`config.mk`:
```
export PLATFORM = sky130hd
export DESIGN_NAME = molecule_image_connect_top
export DESIGN_NICKNAME = d
export VERILOG_FILES = /design/src/rtl/core/mic_pkg.sv /design/src/rtl/core/molecule_image_connect_top.sv
export SDC_FILE = /design/constraint.sdc
export NUM_CORES = 2
export LEC_CHECK = 0
export ABC_CLOCK_PERIOD_IN_PS = 12500
export BUFFER_PORTS_ARGS = -buffer_cell sky130_fd_sc_hd__buf_2
export CAP_MARGIN = 10
export CORE_MARGIN = 5
export CORE_UTILIZATION = 57
export DETAILED_ROUTE_END_ITERATION = 6
export HOLD_SLACK_MARGIN = 0.02
export PLACE_DENSITY = 0.78
export SETUP_SLACK_MARGIN = 0.5
export SLEW_MARGIN = 15
export SYNTH_ARGS = -nofsm -noshare
export SYNTH_HDL_FRONTEND = slang
export SYNTH_SLANG_ARGS = --single-unit
```
`constraint.sdc`:
```
create_clock -name clk -period 12.5 [get_ports clk]
set_clock_uncertainty 0.05 [all_clocks]
set_input_delay 1.25 -clock clk [delete_from_list [all_inputs] [get_ports clk]]
set_output_delay 1.25 -clock clk [all_outputs]
set_load 0.1 [all_outputs]
```
`src/rtl/core/mic_pkg.sv`:
```
// Package for the molecule image connect block: field widths, the atom and
// result beat types, register indexes and the per-axis wrap function.
// Depends on nothing; every module of the block imports it.
`default_nettype none

package mic_pkg;

  localparam int COORD_BITS   = 32;
  localparam int MOL_ID_BITS  = 16;
  localparam int BOX_BITS     = 31;
  localparam int CFG_IDX_BITS = 2;

  // Configuration register indexes.
  typedef enum logic [CFG_IDX_BITS-1:0] {
    REG_BOX_X = 2'd0,
    REG_BOX_Y = 2'd1,
    REG_BOX_Z = 2'd2
  } cfg_reg_t;

  typedef struct packed {
    logic                          frame_start;
    logic [MOL_ID_BITS-1:0]        molecule_id;
    logic signed [COORD_BITS-1:0]  pos_x;
    logic signed [COORD_BITS-1:0]  pos_y;
    logic signed [COORD_BITS-1:0]  pos_z;
  } atom_t;

  typedef struct packed {
    logic signed [COORD_BITS-1:0]  out_x;
    logic signed [COORD_BITS-1:0]  out_y;
    logic signed [COORD_BITS-1:0]  out_z;
  } image_t;

  // Moves one coordinate into the image of its reference. The offset from
  // the reference is compared strictly against half the box (rounded down),
  // the box length is applied at most once, and the sum saturates.
  function automatic logic signed [COORD_BITS-1:0] connect_axis(
    input logic signed [COORD_BITS-1:0] pos,
    input logic signed [COORD_BITS-1:0] ref_pos,
    input logic        [BOX_BITS-1:0]   len
  );
    logic signed [COORD_BITS:0]   diff;
    logic signed [COORD_BITS:0]   half;
    logic signed [COORD_BITS+1:0] pos_w;
    logic signed [COORD_BITS+1:0] len_w;
    logic signed [COORD_BITS+1:0] sum;
    logic        [2:0]            top;
    diff  = (COORD_BITS+1)'(pos) - (COORD_BITS+1)'(ref_pos);
    half  = $signed((COORD_BITS+1)'(len >> 1));
    pos_w = (COORD_BITS+2)'(pos);
    len_w = $signed((COORD_BITS+2)'(len));
    if (diff > half) begin
      sum = pos_w - len_w;
    end else if (diff < -half) begin
      sum = pos_w + len_w;
    end else begin
      sum = pos_w;
    end
    top = sum[COORD_BITS+1:COORD_BITS-1];
    if ((&top) || !(|top)) begin
      return $signed(sum[COORD_BITS-1:0]);
    end else if (sum[COORD_BITS+1]) begin
      return $signed({1'b1, {(COORD_BITS-1){1'b0}}});
    end else begin
      return $signed({1'b0, {(COORD_BITS-1){1'b1}}});
    end
  endfunction

endpackage

`default_nettype wire

```
`src/rtl/core/molecule_image_connect_top.sv`:
```
// Top level of the molecule image connect block: atom input register,
// reference state, per-axis wrap logic and the result register.
// Depends on mic_pkg for the beat types, widths and connect_axis.
`default_nettype none

// Puts the atoms of each molecule into one periodic image. One atom beat
// comes in on the atom channel and one result beat leaves on the image
// channel for every atom. An atom is a reference when it carries
// frame_start, when it is the first atom after reset, or when its molecule
// id differs from that of the atom before it; a reference is passed through
// unchanged and becomes the new origin. Every other atom has each
// coordinate's offset from the reference wrapped once by the box length
// when it lies strictly beyond half the box, and the result saturates to
// the signed coordinate range. The block takes one atom per clock cycle
// while the sink does not stall: an atom is captured in the input
// register, goes through one subtract, compare and add per axis, and lands
// in the result register, which drives the image channel. The input
// register keeps taking atoms while a finished result waits for the sink,
// and fills up only when the result register is held. Box lengths are
// written through the configuration port, which is always ready, and
// should change only while no atom is in flight.
module molecule_image_connect_top (
  input  wire                                   clk,
  input  wire                                   rst,
  // Atom channel.
  input  wire                                   atom_valid,
  output logic                                  atom_stall,
  input  mic_pkg::atom_t                        atom,
  // Result channel.
  output logic                                  image_valid,
  input  wire                                   image_stall,
  output mic_pkg::image_t                       image,
  // Configuration write channel.
  input  wire                                   cfg_valid,
  output logic                                  cfg_ready,
  input  wire  [mic_pkg::CFG_IDX_BITS-1:0]      cfg_index,
  input  wire  [mic_pkg::BOX_BITS-1:0]          cfg_data
);
  import mic_pkg::*;

  // Box lengths, one per axis.
  logic [BOX_BITS-1:0] box_len_x;
  logic [BOX_BITS-1:0] box_len_y;
  logic [BOX_BITS-1:0] box_len_z;

  // Input register.
  logic  stage_valid;
  atom_t stage;

  // Reference state. Only have_ref is reset; the rest is written by the
  // first atom, which is always a reference.
  logic                          have_ref;
  logic [MOL_ID_BITS-1:0]        cur_mol;
  logic signed [COORD_BITS-1:0]  ref_x;
  logic signed [COORD_BITS-1:0]  ref_y;
  logic signed [COORD_BITS-1:0]  ref_z;

  logic   advance;
  logic   is_ref;
  image_t image_next;

  // Configuration writes are taken in every cycle.
  assign cfg_ready = 1'b1;

  always_ff @(posedge clk) begin
    if (rst) begin
      box_len_x <= '0;
      box_len_y <= '0;
      box_len_z <= '0;
    end else if (cfg_valid && cfg_ready) begin
      unique case (cfg_index)
        REG_BOX_X: box_len_x <= cfg_data;
        REG_BOX_Y: box_len_y <= cfg_data;
        REG_BOX_Z: box_len_z <= cfg_data;
        default: ;
      endcase
    end
  end

  // The input register moves on whenever the result register is empty or
  // its beat is being taken this cycle.
  assign advance    = !image_valid || !image_stall;
  assign atom_stall = stage_valid && !advance;

  always_ff @(posedge clk) begin
    if (rst) begin
      stage_valid <= 1'b0;
    end else if (atom_valid && !atom_stall) begin
      stage_valid <= 1'b1;
    end else if (advance) begin
      stage_valid <= 1'b0;
    end
  end

  always_ff @(posedge clk) begin
    if (atom_valid && !atom_stall) begin
      stage <= atom;
    end
  end

  // Reference detection and the wrap for non-reference atoms.
  assign is_ref = stage.frame_start || !have_ref || (stage.molecule_id != cur_mol);

  always_comb begin
    if (is_ref) begin
      image_next.out_x = stage.pos_x;
      image_next.out_y = stage.pos_y;
      image_next.out_z = stage.pos_z;
    end else begin
      image_next.out_x = connect_axis(stage.pos_x, ref_x, box_len_x);
      image_next.out_y = connect_axis(stage.pos_y, ref_y, box_len_y);
      image_next.out_z = connect_axis(stage.pos_z, ref_z, box_len_z);
    end
  end

  always_ff @(posedge clk) begin
    if (rst) begin
      have_ref <= 1'b0;
    end else if (stage_valid && advance) begin
      have_ref <= 1'b1;
    end
  end

  always_ff @(posedge clk) begin
    if (stage_valid && advance && is_ref) begin
      cur_mol <= stage.molecule_id;
      ref_x   <= stage.pos_x;
      ref_y   <= stage.pos_y;
      ref_z   <= stage.pos_z;
    end
  end

  // Result register.
  always_ff @(posedge clk) begin
    if (rst) begin
      image_valid <= 1'b0;
    end else if (advance) begin
      image_valid <= stage_valid;
    end
  end

  always_ff @(posedge clk) begin
    if (stage_valid && advance) begin
      image <= image_next;
    end
  end

  // Reset leaves no reference, so the first atom is always a reference.
  a_no_ref_after_reset: assert property (@(posedge clk)
    rst |=> !have_ref)
    else $error("reference flag set right after reset");

  // Once an atom has been processed, a reference is held.
  a_ref_after_atom: assert property (@(posedge clk) disable iff (rst)
    stage_valid && advance |=> have_ref)
    else $error("no reference after a processed atom");

  // A reference atom comes out unchanged in the next cycle.
  a_ref_passthrough: assert property (@(posedge clk) disable iff (rst)
    stage_valid && advance && is_ref |=>
      image_valid && image.out_x == $past(stage.pos_x) &&
      image.out_y == $past(stage.pos_y) && image.out_z == $past(stage.pos_z))
    else $error("reference atom altered");

  // A held input register keeps its atom while the result is blocked.
  a_stage_holds: assert property (@(posedge clk) disable iff (rst)
    stage_valid && !advance |=> stage_valid && $stable(stage))
    else $error("input register lost its atom while blocked");

  // The atom side is only held off when the input register is full.
  a_stall_needs_full: assert property (@(posedge clk) disable iff (rst)
    atom_stall |-> stage_valid && image_valid)
    else $error("atom channel stalled with room in the input register");

endmodule

`default_nettype wire
```
==> results.md <==
* Crit Path Class: register to register
* Crit path launch: stage[69]$_DFFE_PP_
* Drt initial violations at 3734
* Num CTS Buffers at 50
* Post-route clock period utilization at just over 60%
* Share of layout cells above drive strength 1 at 10.5%
* Hold Path Origin: stage[109]$_DFFE_PP_
* Post-synth ARST share at 0%
* Gr ovfl total at 0
* WP data required at approximately 13 ns
* Worst path slowest cell: nor2_2
* Tightest Pin Transition at between 1 and 1.5 ns
* Die Y-Extent at 264 µm
* Slowest stage delay, CP at 0.94 ns
* Setup ws final at 4.71 ns
* Placer Congestion at 0.980
* Vias at 34300
* Post-CTS Resized at 0
* Clock transition at the registers of the reported paths at 0.06 ns
* Mean Syn Cell Area at between 8 and 9 µm²
* Max Clk Rate at between 100 and 150 MHz
* Post-Route WL at 121 mm
* RSZ-0062 raised after global routing: no
* Top cell type's share of synthesized area at 26.1%
* Area Overhead vs Synth at 9.92%
* Post-synthesis sequential element count at 417
* Largest net degree at the start of global routing at a little under 100
* CTS tree: yes
* Net Switching at 1.95 mW
* Final setup viols at 0
* DRC errors left at 3
* Syn. warnings at 0
* Leak at 16.8 nW
* Post-DP HPWL at 93.7 mm
* Worst setup EP type: register
* Boundary Pins at 250
* Layout Nets at 5077
* Global-route wire length before repair at 186 mm
* Power Internal at ~3.2 mW
* Outcome: complete, but fails checks
* Crit path buf inv count at 0
* Critical Path AT at 8.20 ns
* Vias in the first global route at ~33000
* Setup crit start kind: register
* Combinational group share of total power at 37.5%
* Routed wire per std cell at 22.6 µm
* Remaining antenna violation count after routing at 0
* Core area at 64300 µm²
* Clk network pwr share at 30.5%
* Hold Crit Class: register to register
* WHS at 0.420 ns
* Crit-path max FO at 23
* # clock sinks at between 400 and 500
* Post-CTS Setup Bufs at 0
* Die Wd at 264 µm
* H-tree levels at 2
* Failing checks: DRC
* Initial antenna violation count at 4
* Row count at 93
* Post-synth EDFFs at ~320
* Clock root buffer master: clkbuf_16
* Drt first pass iters at 7
* Family with the most delay on the worst path: simple AND/OR/NAND/NOR gates
* Synth cell types at 108
* Port-buffer cells at 248
* Largest cells by area after synthesis: edfxtp_1 26%, ha_1 16%, a21oi_1 5.5%
* P per Cell Area at approximately 130 nW/µm²
* Syn Nets at 4918
* Sw Share at 37.7%
* Peak VDD IR at 0.112 mV
* Top FF cell, synth: edfxtp_1
* Final hold violation count at 0
* Clock Path Buffers at 3
* # hold bufs at CTS at 0
* Fillcell total at 5593
* Minimum clock period at slightly below 8 ns
* MaxCap Viol Count at 0
* Initial cell density of the core at 57.3%
* Reg2Reg Setup Slack at ~4.7 ns
* Clock latency on the worst-skew pair at 0.62 ns
* Worst slew margin at 14.0%
* Leading area contributor after synthesis: edfxtp_1
* Pwr Total at 5.17 mW
* Post-Syn Instances at 4299
* Pins over their slew limit at 0
* Launching point of the worst reg2reg path: stage[69]$_DFFE_PP_
* Sequential share of the synthesized area at a little under a third
* Die Area at about 70000 µm²
* Via density at 6.40
* Total Routing Usage GR at 33.1%
* Setup_tns at 0 ns
* Post-Place Worst Slack at 4.73 ns
* Reg power frac at 32.0%
* Post-Syn Area at between 30000 and 40000 µm²
[cell usage in the layout (no fill, tap or decap), drive strengths merged, types with 23 or more instances in the layout]
cell type,n
o31ai,30
clkbuf,65
or3,36
and3,35
nor2b,49
a31oi,34
o21a,38
nand2,412
o211ai,38
nor2,333
a21o,132
inv,333
a221oi,36
o21bai,68
maj3,32
nor3,142
nand4,57
o21ai,236
nand3,89
or2,28
edfxtp,321
nand2b,52
and2,23
nor4,38
xnor2,155
dfxtp,96
a21oi,407
buf,274
a211oi,67
o22ai,33
xor2,36
ha,459
[worst paths after layout]
path                           endpoint  cells past startpoint
hold reg to reg   cur_mol[13]$_DFFE_PP_                      0
setup reg to reg    image[67]$_DFFE_PP_                     25
setup / recovery    image[67]$_DFFE_PP_                     25
hold / removal    cur_mol[13]$_DFFE_PP_                      0
[Yosys cell counts, types with 49 or more instances]
cell type and instances:
nand3_1 89, a211oi_1 60, xnor2_1 155, nor3_1 132, nor2b_1 49, o21bai_1 68, clkbuf_1 128, o21ai_0 221
ha_1 459, inv_1 329, nand2_1 412, nor2_1 329, edfxtp_1 321, a21oi_1 404, nand4_1 57, nand2b_1 52
dfxtp_1 96, a21o_1 132
[cell type report]
class,instances,area (µm²),area share (%)
timing repair buffer,274,1460,3.61
antenna,4,10.0,0.0247
sequential,417,11600,28.5
clock inverter,28,348,0.857
clock buffer,65,1410,3.48
tap,855,1070,2.64
inverter,329,1230,3.04
multi-input combinational,3386,23500,57.9
[cell families after synthesis]
family,Yosys count,synth area share (%)
xor gates and xnor gates,194,4.72
muxes,11,0.309
AOI/OAI and AO/OA,1328,23.7
adders and majority gates,500,16.9
and+or+nand+nor,1352,17.7
buffers and inverters,496,5.26
DFF,417,31.3
other,1,0.0102
[state kept, by name, indices dropped and copies added, names as in the netlist]
name,count
have_ref,1
cur_mol,16
ref_x,32
stage_valid,1
stage,113
box_len_z,31
box_len_x,31
image,96
box_len_y,31
ref_z,32
ref_y,32
image_valid,1
[through the flow]
stage | std cells | cell area [µm²] | util [%]
after floorplan | 4299 | 36900 | -
after global placement | 5259 | 38800 | 60.2
after detailed placement | 5259 | 38800 | 60.2
after CTS | 5352 | 40500 | 63.0
after global routing | 5354 | 40600 | 63.0
final | 5358 | 40600 | 63.0
[layer usage]
layer  part of all wire, %  global-route usage, %
met3                    10                   5.23
met2                    43                   51.3
met5                0.0066                      0
met1                    43                   48.1
met4                   3.4                   10.2
[worst reg2reg max path, stage by stage (launching register included)]
cell	delay, ns
edfxtp_1	0.50
ha_1	0.31
or4_1	0.49
o21ai_1	0.32
o21ai_1	0.20
a221oi_1	0.58
o21a_1	0.34
a21boi_0	0.11
o21ai_0	0.19
a21boi_0	0.15
o21a_1	0.20
o21ai_0	0.17
nand2b_1	0.07
a21oi_1	0.17
xnor2_1	0.22
ha_1	0.33
and4_1	0.21
nand4_1	0.09
a211oi_1	0.06
o22ai_1	0.16
a211oi_2	0.16
nor2_1	0.87
nor2_1	0.31
nor2_2	0.94
o21ai_0	0.27
nor2_1	0.16
[power groups by stage]
stage               clock network, mW  registers [mW]  logic, mW
floorplan                           0            1.78       1.31
global placement                    0            1.68       1.86
detailed placement                  0            1.68       1.88
CTS                              1.60            1.65       1.89
global route                     1.65            1.66       2.12
finish                           1.58            1.66       1.94
Note: power is estimated with default switching activity, not from simulation.
